## src/rtl/lcfd_pkg.sv

```systemverilog
// Shared types and constants for the LED chain frame driver.
`default_nettype none
package lcfd_pkg;

  // Default chain length and register reset value
  localparam int unsigned PIXELS_DEF      = 32;
  localparam int unsigned CHAN_W          = 8;
  localparam int unsigned PIXEL_W         = 3 * CHAN_W;
  localparam logic [7:0]  LATCH_TICKS_RST = 8'd1;

  // Register index, taken from paddr[2]
  localparam logic REG_IDX_LATCH_TICKS = 1'b0;

  typedef enum logic [1:0] {
    KIND_SET    = 2'd0,
    KIND_UPDATE = 2'd1,
    KIND_TICK   = 2'd2,
    KIND_BYTE   = 2'd3
  } kind_e;

  typedef enum logic [1:0] {
    PH_IDLE  = 2'd0,
    PH_WRITE = 2'd1,
    PH_LATCH = 2'd2
  } phase_e;

  // Byte order on the chain within one pixel
  typedef enum logic [1:0] {
    CH_RED   = 2'd0,
    CH_BLUE  = 2'd1,
    CH_GREEN = 2'd2
  } chan_e;

  typedef enum logic [2:0] {
    ST_READY = 3'd0,
    ST_EXEC  = 3'd1,
    ST_FILL  = 3'd2,
    ST_READ  = 3'd3,
    ST_HOLD  = 3'd4
  } seq_state_e;

  typedef struct packed {
    kind_e      kind;
    logic [7:0] position;
    logic [7:0] red;
    logic [7:0] green;
    logic [7:0] blue;
  } item_t;

  typedef struct packed {
    logic       status;
    logic       byte_valid;
    logic [7:0] out_byte;
    phase_e     phase;
  } result_t;

endpackage
`default_nettype wire

```

## src/rtl/lcfd_store.sv

```systemverilog
// Pixel frame store: one-port-write, one-port-read memory with per-entry valid bits.
`default_nettype none
module lcfd_store #(
  parameter  int unsigned Pixels = lcfd_pkg::PIXELS_DEF,
  localparam int unsigned AddrW  = (Pixels > 1) ? $clog2(Pixels) : 1
) (
  input  wire logic                        clk_i,
  input  wire logic                        rst_ni,
  input  wire logic                        we_i,
  input  wire logic [AddrW-1:0]            waddr_i,
  input  wire logic [lcfd_pkg::PIXEL_W-1:0] wdata_i,
  input  wire logic                        re_i,
  input  wire logic [AddrW-1:0]            raddr_i,
  output logic      [lcfd_pkg::PIXEL_W-1:0] rdata_o
);
  import lcfd_pkg::*;

  logic [PIXEL_W-1:0] mem_q [Pixels];
  logic [PIXEL_W-1:0] rd_q;
  logic [Pixels-1:0]  vld_q;
  logic               rvld_q;

  // Storage array, registered read
  always_ff @(posedge clk_i) begin
    if (we_i) begin
      mem_q[waddr_i] <= wdata_i;
    end
    if (re_i) begin
      rd_q <= mem_q[raddr_i];
    end
  end

  // Written-since-reset flags; unwritten entries read as zero
  always_ff @(posedge clk_i or negedge rst_ni) begin
    if (!rst_ni) begin
      vld_q  <= '0;
      rvld_q <= 1'b0;
    end else begin
      if (we_i) begin
        vld_q[waddr_i] <= 1'b1;
      end
      if (re_i) begin
        rvld_q <= vld_q[raddr_i];
      end
    end
  end

  assign rdata_o = rvld_q ? rd_q : '0;

endmodule
`default_nettype wire

```

## src/rtl/lcfd_seq.sv

```systemverilog
// Item sequencer: phase control, store reads, broadcast fill walks and result register.
`default_nettype none
module lcfd_seq #(
  parameter  int unsigned Pixels = lcfd_pkg::PIXELS_DEF,
  localparam int unsigned AddrW  = (Pixels > 1) ? $clog2(Pixels) : 1
) (
  input  wire logic                         clk_i,
  input  wire logic                         rst_ni,
  input  wire logic                         in_valid_i,
  output logic                              in_ready_o,
  input  wire lcfd_pkg::item_t              in_item_i,
  input  wire logic [7:0]                   latch_ticks_i,
  output logic                              out_valid_o,
  input  wire logic                         out_ready_i,
  output lcfd_pkg::result_t                 out_res_o,
  output logic                              mem_we_o,
  output logic      [AddrW-1:0]             mem_waddr_o,
  output logic      [lcfd_pkg::PIXEL_W-1:0] mem_wdata_o,
  output logic                              mem_re_o,
  output logic      [AddrW-1:0]             mem_raddr_o,
  input  wire logic [lcfd_pkg::PIXEL_W-1:0] mem_rdata_i
);
  import lcfd_pkg::*;

  localparam logic [AddrW-1:0] LastPix = AddrW'(Pixels - 1);
  localparam logic [7:0]       PixLim  = 8'(Pixels);

  seq_state_e       state_q, state_d;
  phase_e           mode_q, mode_d;
  item_t            item_q, item_d;
  logic [7:0]       tick_q, tick_d;
  logic [AddrW-1:0] pix_q, pix_d;
  chan_e            ch_q, ch_d;
  logic [AddrW-1:0] fill_q, fill_d;
  result_t          res_q, res_d;
  result_t          out_q, out_d;
  logic             out_valid_q, out_valid_d;

  result_t          res;
  logic             fin;
  logic             out_free;
  logic [7:0]       sel_byte;

  // Pick the channel byte from the pixel just read
  always_comb begin
    unique case (ch_q)
      CH_RED:   sel_byte = mem_rdata_i[CHAN_W-1:0];
      CH_BLUE:  sel_byte = mem_rdata_i[2*CHAN_W-1:CHAN_W];
      CH_GREEN: sel_byte = mem_rdata_i[3*CHAN_W-1:2*CHAN_W];
      default:  sel_byte = '0;
    endcase
  end

  assign out_free    = !out_valid_q || out_ready_i;
  assign in_ready_o  = (state_q == ST_READY);
  assign mem_wdata_o = {item_q.green, item_q.blue, item_q.red};

  // Next state, phase bookkeeping and memory requests
  always_comb begin
    state_d     = state_q;
    mode_d      = mode_q;
    item_d      = item_q;
    tick_d      = tick_q;
    pix_d       = pix_q;
    ch_d        = ch_q;
    fill_d      = fill_q;
    res_d       = res_q;
    out_d       = out_q;
    out_valid_d = out_valid_q && !out_ready_i;
    mem_we_o    = 1'b0;
    mem_waddr_o = item_q.position[AddrW-1:0];
    mem_re_o    = 1'b0;
    mem_raddr_o = '0;
    fin         = 1'b0;
    res         = '{status: 1'b0, byte_valid: 1'b0, out_byte: 8'h00, phase: PH_IDLE};

    unique case (state_q)
      ST_READY: begin
        if (in_valid_i) begin
          item_d  = in_item_i;
          state_d = ST_EXEC;
        end
      end
      ST_EXEC: begin
        unique case (item_q.kind)
          KIND_SET: begin
            if (mode_q == PH_WRITE) begin
              res.status = 1'b1;
              fin        = 1'b1;
            end else if (item_q.position >= PixLim) begin
              fill_d  = '0;
              state_d = ST_FILL;
            end else begin
              mem_we_o = 1'b1;
              fin      = 1'b1;
            end
          end
          KIND_UPDATE: begin
            if (mode_q == PH_IDLE) begin
              mode_d   = PH_WRITE;
              pix_d    = '0;
              ch_d     = CH_RED;
              mem_re_o = 1'b1;
              state_d  = ST_READ;
            end else begin
              res.status = 1'b1;
              fin        = 1'b1;
            end
          end
          KIND_TICK: begin
            if (mode_q == PH_LATCH) begin
              if (tick_q == 8'd0) begin
                mode_d = PH_IDLE;
              end else begin
                tick_d = tick_q - 8'd1;
              end
            end
            fin = 1'b1;
          end
          KIND_BYTE: begin
            if (mode_q == PH_WRITE) begin
              if (pix_q == LastPix && ch_q == CH_GREEN) begin
                mode_d = PH_LATCH;
                tick_d = latch_ticks_i;
                fin    = 1'b1;
              end else begin
                // Step to the next channel, or the next pixel after green
                if (ch_q == CH_GREEN) begin
                  pix_d = pix_q + AddrW'(1);
                  ch_d  = CH_RED;
                end else if (ch_q == CH_RED) begin
                  ch_d = CH_BLUE;
                end else begin
                  ch_d = CH_GREEN;
                end
                mem_re_o    = 1'b1;
                mem_raddr_o = pix_d;
                state_d     = ST_READ;
              end
            end else begin
              fin = 1'b1;
            end
          end
          default: fin = 1'b1;
        endcase
      end
      ST_FILL: begin
        // Broadcast write walks the whole store
        mem_we_o    = 1'b1;
        mem_waddr_o = fill_q;
        if (fill_q == LastPix) begin
          fin = 1'b1;
        end else begin
          fill_d = fill_q + AddrW'(1);
        end
      end
      ST_READ: begin
        res.byte_valid = 1'b1;
        res.out_byte   = sel_byte;
        fin            = 1'b1;
      end
      ST_HOLD: begin
        if (out_free) begin
          out_d       = res_q;
          out_valid_d = 1'b1;
          state_d     = ST_READY;
        end
      end
      default: state_d = ST_READY;
    endcase

    res.phase = mode_d;

    // Hand the finished word to the output register, or park it
    if (fin) begin
      if (out_free) begin
        out_d       = res;
        out_valid_d = 1'b1;
        state_d     = ST_READY;
      end else begin
        res_d   = res;
        state_d = ST_HOLD;
      end
    end
  end

  // Control registers
  always_ff @(posedge clk_i or negedge rst_ni) begin
    if (!rst_ni) begin
      state_q     <= ST_READY;
      mode_q      <= PH_IDLE;
      tick_q      <= '0;
      pix_q       <= '0;
      ch_q        <= CH_RED;
      fill_q      <= '0;
      out_valid_q <= 1'b0;
    end else begin
      state_q     <= state_d;
      mode_q      <= mode_d;
      tick_q      <= tick_d;
      pix_q       <= pix_d;
      ch_q        <= ch_d;
      fill_q      <= fill_d;
      out_valid_q <= out_valid_d;
    end
  end

  // Payload registers
  always_ff @(posedge clk_i) begin
    item_q <= item_d;
    res_q  <= res_d;
    out_q  <= out_d;
  end

  assign out_valid_o = out_valid_q;
  assign out_res_o   = out_q;

  // A broadcast fill never runs while the chain is being written
  a_fill_not_writing: assert property (@(posedge clk_i) disable iff (!rst_ni)
    state_q == ST_FILL |-> mode_q != PH_WRITE)
    else $error("fill walk during write phase");

  // Store is read only for the byte stream
  a_read_in_write: assert property (@(posedge clk_i) disable iff (!rst_ni)
    mem_re_o |-> mode_d == PH_WRITE && !mem_we_o)
    else $error("store read outside write phase");

  // A parked word means the output register is occupied
  a_hold_out_busy: assert property (@(posedge clk_i) disable iff (!rst_ni)
    state_q == ST_HOLD |-> out_valid_q)
    else $error("result parked with output register empty");

  // Emitted bytes only belong to the write phase
  a_byte_phase: assert property (@(posedge clk_i) disable iff (!rst_ni)
    out_valid_q && out_q.byte_valid |-> out_q.phase == PH_WRITE && !out_q.status)
    else $error("byte emitted outside write phase");

  // An accepted item moves straight into execution
  a_accept_exec: assert property (@(posedge clk_i) disable iff (!rst_ni)
    in_valid_i && in_ready_o |=> state_q == ST_EXEC)
    else $error("accepted word not executed");

endmodule
`default_nettype wire

```

## src/rtl/led_chain_frame_driver_core.sv

```systemverilog
// Top level of the LED chain frame driver: stream ports, register port, store and sequencer.
//
//  channel   | dir | signals            | contents
//  ----------+-----+--------------------+---------------------------------------------
//  s_axis    | in  | tvalid/tready/...  | command word: kind, position, red, green, blue
//  m_axis    | out | tvalid/tready/...  | result word: status, byte_valid, out_byte, phase
//  apb       | in  | psel/penable/...   | latch_ticks register at byte address 0
//
// Flow: set pixel, tick, refused or final byte done finish without a store read; update
// and byte done with a byte to send add a registered store read before the result word.
// A broadcast set pixel walks the whole store, one store write per pixel.
// Reset clears phase, counters and per-pixel valid flags at once; no clearing pass.
// A stalled m_axis holds the pending word; one finished word can park inside the
// sequencer, after which s_axis stays not ready until m_axis drains.
`default_nettype none
module led_chain_frame_driver_core #(
  parameter int unsigned Pixels = lcfd_pkg::PIXELS_DEF
) (
  input  wire logic        clk_i,
  input  wire logic        rst_ni,
  // APB register port
  input  wire logic        psel,
  input  wire logic        penable,
  input  wire logic        pwrite,
  input  wire logic [2:0]  paddr,
  input  wire logic [31:0] pwdata,
  output logic      [31:0] prdata,
  output logic             pready,
  // Command stream
  input  wire logic        s_axis_tvalid,
  output logic             s_axis_tready,
  input  wire logic [31:0] s_axis_tdata,  // position[7:0], red[15:8], green[23:16], blue[31:24]
  input  wire logic [1:0]  s_axis_tuser,  // kind[1:0]
  // Result stream
  output logic             m_axis_tvalid,
  input  wire logic        m_axis_tready,
  output logic      [15:0] m_axis_tdata,  // out_byte[7:0], phase[9:8], zero[15:10]
  output logic      [1:0]  m_axis_tuser   // status[0], byte_valid[1]
);
  import lcfd_pkg::*;

  localparam int unsigned AddrW = (Pixels > 1) ? $clog2(Pixels) : 1;

  logic [7:0]         latch_ticks_q;
  logic               cfg_wr;
  item_t              item;
  result_t            res;
  logic               mem_we;
  logic               mem_re;
  logic [AddrW-1:0]   mem_waddr;
  logic [AddrW-1:0]   mem_raddr;
  logic [PIXEL_W-1:0] mem_wdata;
  logic [PIXEL_W-1:0] mem_rdata;

  // Register port
  assign pready = 1'b1;
  assign cfg_wr = psel && penable && pwrite && (paddr[2] == REG_IDX_LATCH_TICKS);
  assign prdata = (paddr[2] == REG_IDX_LATCH_TICKS) ? {24'h0, latch_ticks_q} : '0;

  always_ff @(posedge clk_i or negedge rst_ni) begin
    if (!rst_ni) begin
      latch_ticks_q <= LATCH_TICKS_RST;
    end else if (cfg_wr) begin
      latch_ticks_q <= pwdata[7:0];
    end
  end

  // Unpack command word
  assign item.kind     = kind_e'(s_axis_tuser);
  assign item.position = s_axis_tdata[7:0];
  assign item.red      = s_axis_tdata[15:8];
  assign item.green    = s_axis_tdata[23:16];
  assign item.blue     = s_axis_tdata[31:24];

  lcfd_store #(
    .Pixels (Pixels)
  ) u_store (
    .clk_i   (clk_i),
    .rst_ni  (rst_ni),
    .we_i    (mem_we),
    .waddr_i (mem_waddr),
    .wdata_i (mem_wdata),
    .re_i    (mem_re),
    .raddr_i (mem_raddr),
    .rdata_o (mem_rdata)
  );

  lcfd_seq #(
    .Pixels (Pixels)
  ) u_seq (
    .clk_i         (clk_i),
    .rst_ni        (rst_ni),
    .in_valid_i    (s_axis_tvalid),
    .in_ready_o    (s_axis_tready),
    .in_item_i     (item),
    .latch_ticks_i (latch_ticks_q),
    .out_valid_o   (m_axis_tvalid),
    .out_ready_i   (m_axis_tready),
    .out_res_o     (res),
    .mem_we_o      (mem_we),
    .mem_waddr_o   (mem_waddr),
    .mem_wdata_o   (mem_wdata),
    .mem_re_o      (mem_re),
    .mem_raddr_o   (mem_raddr),
    .mem_rdata_i   (mem_rdata)
  );

  // Pack result word
  assign m_axis_tdata = {6'h00, res.phase, res.out_byte};
  assign m_axis_tuser = {res.byte_valid, res.status};

endmodule
`default_nettype wire
```

## config.mk

```make
export PLATFORM = sky130hd
export DESIGN_NAME = led_chain_frame_driver_core
export DESIGN_NICKNAME = d
export VERILOG_FILES = /design/src/rtl/lcfd_pkg.sv /design/src/rtl/lcfd_store.sv /design/src/rtl/lcfd_seq.sv /design/src/rtl/led_chain_frame_driver_core.sv
export SDC_FILE = /design/constraint.sdc
export NUM_CORES = 1
export LEC_CHECK = 0
export ABC_AREA = 1
export BUFFER_PORTS_ARGS = -buffer_cell sky130_fd_sc_hd__buf_2
export CAP_MARGIN = 20
export CORE_UTILIZATION = 50
export CTS_CLUSTER_DIAMETER = 200
export DETAILED_ROUTE_END_ITERATION = 10
export MAX_ROUTING_LAYER = met4
export PLACE_DENSITY = 0.7
export SKIP_CTS_REPAIR_TIMING = 1
export SYNTH_ARGS = -nofsm -noshare
export SYNTH_HDL_FRONTEND = slang
export SYNTH_SLANG_ARGS = --single-unit
export TNS_END_PERCENT = 10
```

## constraint.sdc

```tcl
create_clock -name clk_i -period 3.2 [get_ports clk_i]
set_input_delay 0.64 -clock clk_i [delete_from_list [all_inputs] [get_ports clk_i]]
set_output_delay 0.64 -clock clk_i [all_outputs]
set_load 0.01 [all_outputs]
```

Word level (Yosys, flattened, before mapping) --
Memory sizes are Yosys's and may differ from the RTL's. A register that Yosys moved wholly into a read port is not among the register bits. Index checks and enable logic that the tools add are counted.
Storage, ports and cells: register bits after elaboration 125, memory bits (writable) 768, output and inout port bits 53, memories kept 1
Memory list:
- u_store.mem_q | words 32, width 24, rd ports 1, clocked after memory_dff 1, write ports 1, line lcfd_store.sv:18 | logic [PIXEL_W-1:0] mem_q [Pixels];
Operators by class: add/subtract/negate cells 3, $lt $le $gt $ge 4, equal/unequal tests 32, muxes and demuxes 81, bitwise logic cells 3, reduce and logical (&&, ||, !) cells 24
Operator list (count):
- 5-bit 2-to-1 mux | 13
- 12-bit 2-to-1 mux | 4
- 8-bit 2-to-1 mux | 5
- 32-bit OR | 1
- 3-bit 2-to-1 mux | 9
- 24-bit 2-to-1 mux | 1
- 8-bit case mux with 3 select lines | 1
- 1-bit 2-to-1 mux | 22
- 2-bit 2-to-1 mux | 11
- 5-bit case mux with 2 select lines | 2
- 8-bit case mux with 2 select lines | 1
- 5-bit by 6-bit < comparator with 1-bit output, second input constant | 2
- 2-bit by 1-bit inequality test with 1-bit output, second input constant | 6
- 4-bit by 2-bit inequality test with 1-bit output, second input constant | 3
- 3-bit case mux with 4 select lines | 1
- 5-bit by 1-bit adder with 5-bit output, second input constant | 2
- 5-bit equality test, second input constant | 2
- 2-bit inequality test, second input constant | 5
- 5-bit AND reduction | 2
- 9-bit 2-to-1 mux | 1
- 3-bit case mux with 3 select lines | 1
- 9-bit AND reduction | 1
- 2-bit equality test, second input constant | 4
- 8-bit by 6-bit greater-or-equal comparator with 1-bit output, second input constant | 1
- 28 further kinds | 46

Longest topological paths before layout --
word-level depth 8, depth in mapped cells 19, gate-level depth less buffers 17

Cells and area by module --
Synthesis repeated with hierarchy kept, for this count alone.
Second synthesis, totals: cells, all modules 3291, area total of the unflattened synthesis 37878.8 um^2
Modules (own cells, without submodules):
- lcfd_store | instances 1, cells each 2762, area each 33130.5 um^2
- lcfd_seq | instances 1, cells each 442, area each 4092.7 um^2
- led_chain_frame_driver_core | instances 1, cells each 87, area each 655.6 um^2

Least setup slack after synthesis --
Ideal clock, no wire load.
path kind register to register, start point register u_seq.state_q[2], end point memory u_store.mem_q[0][0] (netlist bit) (enable), arrival 2.606 ns, setup slack 0.189 ns, stages on the path, launching flop included 11, path buffers 1, clock period less this slack 3.011 ns, path through dfrtp_1 -> inv_2 -> nand2_1 -> nor2_4 -> inv_2 -> nor3_1 -> nand2_1 -> o21ai_2 -> nand3_1 -> buf_2 -> nor2_1
Between the ends: word-level cells in the longest chain between the ends 4
Ends and longest elaborated chain:
- start: declaration | line lcfd_seq.sv:28 | seq_state_e state_q, state_d;
- start signal: assignment | line lcfd_seq.sv:198 | state_q <= state_d;
- 3-bit by 2-bit equality test with 1-bit output / 3-bit by 1-bit equality test with 1-bit output (equally long branches) | line lcfd_seq.sv:77 | unique case (state_q)
- 1-bit case mux with 2 select lines | line lcfd_seq.sv:77
- 1-bit 2-to-1 mux | line lcfd_store.sv:25 | if (we_i) begin
- 1-bit 2-to-1 mux (not written as such) | line lcfd_store.sv:26 | mem_q[waddr_i] <= wdata_i;
- end: declaration | line lcfd_store.sv:18
Parallel ways exist; a longest one is shown, timed or not.

Worst setup path after layout --
start point register u_seq.pix_q[0], end point register u_store.rd_q[23], read port of u_store.mem_q (data pin)
Between the ends: word-level cells in the longest chain between the ends 6
Ends and longest elaborated chain:
- start: declaration | line lcfd_seq.sv:32 | logic [AddrW-1:0] pix_q, pix_d;
- start signal: assignment | line lcfd_seq.sv:201 | pix_q <= pix_d;
- 5-bit by 1-bit adder with 5-bit output / 5-bit equality test (equally long branches) | line lcfd_seq.sv:129, lcfd_seq.sv:122
- 5-bit 2-to-1 mux / 1-bit logical AND (equally long branches) | line lcfd_seq.sv:128, lcfd_seq.sv:122
- 5-bit 2-to-1 mux / 1-bit 2-to-1 mux (equally long branches) | line lcfd_seq.sv:122 | if (pix_q == LastPix && ch_q == CH_GREEN) begin
- 5-bit 2-to-1 mux / 1-bit 2-to-1 mux (equally long branches) | line lcfd_seq.sv:121 | if (mode_q == PH_WRITE) begin
- 5-bit 2-to-1 mux / 1-bit case mux with 2 select lines (equally long branches) | line lcfd_seq.sv:85 | unique case (item_q.kind)
- 5-bit 2-to-1 mux / 1-bit 2-to-1 mux (equally long branches) | line lcfd_seq.sv:77
- end: declaration | line lcfd_store.sv:19 | logic [PIXEL_W-1:0] rd_q;
Parallel ways exist; a longest one is shown, timed or not. A chain may end at the register's enable or synchronous reset.

==> results by group <==
Finish
  – Nets@finish: 3282
  – Filler Cell Count: 5724
  – Layout cell share with drive strength beyond 1: 0.177
  – Layout area overhead: 14.4%

Synth
  – Mapped Cells: 3087
  – Area contributors post-synth: edfxtp_1 66%, nand3_1 4.5%, dfrtp_1 4.4%
  – Number of synthesized flops with an enable pin: 838
  – Post-synthesis sequential area ratio: 0.715
  – Cell with the most instances after synthesis: edfxtp_1
  – Yosys reg bits: 917
  – Asr flop ratio synth: 0.0731
  – Mean Syn Cell Area: 12.3 um^2
  – Yosys top cell by area: edfxtp_1
  – Distinct cells, synth: 43
  – YS warnings: 0
  – Commonest cells in the netlist: 838 x edfxtp_1, 348 x nand2_1, 343 x nand3_1
  – Netlist Area Pre-Place: 0.0379 mm^2
  – Top FF cell, synth: edfxtp_1
  – Yosys top cell area share: 0.664

Placed design
  – Final HPWL DP: 51.4 mm
  – Setup WS pre-CTS: 0.0394 ns
  – Placer Congestion: 0.865
  – Buffers on Ports: 71

Power and ir drop
  – Tot Pwr: 28.8 mW
  – Pwr Density: 665 mW/mm^2
  – P_leak: 15.9 nW
  – VDD IR max: 0.000535 V

Worst setup path
  – Reg2reg start: u_seq.pix_q[0]
  – Reg2reg setup slack: 0.17 ns
  – Critical Path AT: 3.43 ns
  – Critical Path RT: 3.61 ns
  – CP Capture Type: register
  – CP Max Fanout: 78
  – R2R Path End: u_store.rd_q[23]
  – Crit Path Class: reg -> reg
  – Reg2Reg Depth: 16
  – CP Launch Type: register

Clock tree
  – Total CTS buffers: 90
  – Worst skew pair latency: 0.65 ns
  – Clock slew at reported path FFs: 0.06 ns
  – CTS tree: yes
  – Clock root buffer: clkbuf_16
  – Clock Path Buffers: 3
  – Clock Sink Count: 917
  – Htree depth: 3

Routing
  – DR vias: 24878
  – Drt wl/cell: 22.4 um
  – Final ANT Viol Nets: 0
  – Vias per cell: 5.86
  – Drt first pass iters: 5
  – Iteration-0 DRC Markers: 2855
  – DRC Markers: 0
  – Routed WL: 95.2 mm

Floorplan
  – Die X: 277 um
  – Ports: 129
  – Chip Height: 277 um
  – Row count: 100
  – Core Box Area: 0.0747 mm^2
  – Die area: 0.0769 mm^2
  – Starting density of the core: 0.507

Global routing
  – Gr usage total: 0.248
  – Largest net degree at the start of global routing: 79
  – Vias in the first global route: 23896
  – Antenna violations before repair: 1
  – Total grt overflow: 0
  – First-pass GRT wire length: 140 mm

Run
  – Max Cap Viol: 0

STA
  – RSZ-0062 raised after global routing: false
  – Tcrit/Tclk final: 0.946
  – Final Hold Viols: 0
  – Setup tns final: 0 ns
  – Final worst slack: 0.174 ns
  – FMAX: 0.330 GHz
  – Final Setup Violations: 0
  – Clk_skew: 0.0281 ns
  – Slew margin rel.: 0.271
  – Final Max Slew Viols: 0
  – Worst slew pin tran: 1.09 ns
  – Final Critical Period: 3.03 ns

Worst hold path
  – HP Class: in -> async

Status
  – Status: finished, final reports clean
==> cell type report <==
type,instances,area (um^2),share of cell area
flip-flops and latches,917,27100,0.625
clock buffers,118,2440,0.0563
repair buffers,201,2240,0.0517
clock inverters,50,458,0.0106
diodes,1,2.50,0.0000577
inverters,168,634,0.0146
well taps,969,1210,0.0280
multi-input cells,1822,9270,0.214
==> worst max path at each step <==
stage,startpoint,to
finish,u_seq.pix_q[0],u_store.rd_q[23]
global route,u_seq.pix_q[0],u_store.rd_q[20]
CTS,u_seq.pix_q[0],u_store.rd_q[1]
detailed placement,u_seq.pix_q[0],u_store.rd_q[22]
global placement,u_seq.pix_q[0],u_store.rd_q[22]
floorplan,u_seq.state_q[2],u_store.mem_q[0][0]
==> cell families after synthesis <==
kind of cell / synth area share
other: 0.000198
AOI/OAI and AO/OA: 0.0830
DFF: 0.715
adders and majority gates: 0.00198
and+or+nand+nor: 0.149
buffers and inverters: 0.0481
muxes: 0.00264
==> flip-flops by register name (all words and copies together), names as in the netlist, 8 cells and up <==
signal,cells
u_seq.out_res_o,12
u_seq.res_q,12
u_seq.mem_wdata_o,24
u_store.vld_q,32
u_store.mem_q,768
latch_ticks_q,8
u_store.rd_q,24
u_seq.tick_q,8
u_seq.item_q,10
==> cell usage in the layout, fill, tap and decap left out, types with 3 or more instances in the layout <==
| cell type | count |
|---|---|
| o211ai_1 | 170 |
| or2_1 | 4 |
| bufinv_16 | 7 |
| a22oi_1 | 3 |
| o21ai_0 | 120 |
| mux2i_1 | 10 |
| buf_4 | 63 |
| nor3_1 | 11 |
| ha_1 | 6 |
| nand3_2 | 4 |
| inv_1 | 155 |
| dfrtp_1 | 66 |
| nor2_4 | 8 |
| nand4_1 | 3 |
| dfxtp_1 | 12 |
| clkbuf_8 | 4 |
| nor2_1 | 290 |
| conb_1 | 31 |
| edfxtp_1 | 838 |
| buf_16 | 10 |
| a21oi_1 | 96 |
| inv_2 | 9 |
| buf_8 | 4 |
| or2_2 | 178 |
| clkinv_2 | 14 |
| nand2_1 | 348 |
| nand2_2 | 3 |
| clkbuf_16 | 99 |
| clkbuf_1 | 22 |
| nand3_1 | 342 |
| nor2_2 | 40 |
| o21ai_1 | 139 |
| buf_12 | 44 |
| clkinv_1 | 24 |
| buf_2 | 71 |
==> layer usage <==
metal	track usage	routed length, um	up-vias	share of wire
met2	0.387	45200	1233	0.47
met3	0.0358	8330	182	0.088
met5	-	0	-	0
li1	-	-	11207	-
met1	0.337	39100	12256	0.41
met4	0.0799	2600	0	0.027
==> where the power goes <==
| group | total [mW] | leakage (nW) | switching, mW | internal (mW) |
|---|---|---|---|---|
| clock network | 10.4 | 1.41 | 4.42 | 5.95 |
| logic | 3.12 | 5.98 | 2.22 | 0.904 |
| registers | 15.3 | 8.50 | 0.733 | 14.6 |
==> through the flow <==
stage	hold WS, ns	cell area (um^2)	std cells	utilization
after global placement	0.438	39900	4055	0.535
after floorplan	0.344	38000	3116	-
final	0.0351	43300	4246	0.580
after global routing	0.0379	43300	4245	0.580
after detailed placement	0.445	39900	4055	0.535
after CTS	0.0138	42800	4223	0.574
==> worst max-delay path: stages (launching register included) <==
cell and delay (ns):
dfrtp_1 0.41, ha_1 0.25, inv_1 0.07, nor3_1 0.05, ha_1 0.20, nand3_2 0.13
nand3_4 0.12, nor2_4 0.34, buf_4 0.23, buf_12 0.29, a21oi_1 0.10, o21ai_1 0.08
nand3_1 0.09, nand3_1 0.13, nand2_1 0.12, nand2_1 0.08, nand2_1 0.05
Note: power is estimated with default switching activity, not from simulation.
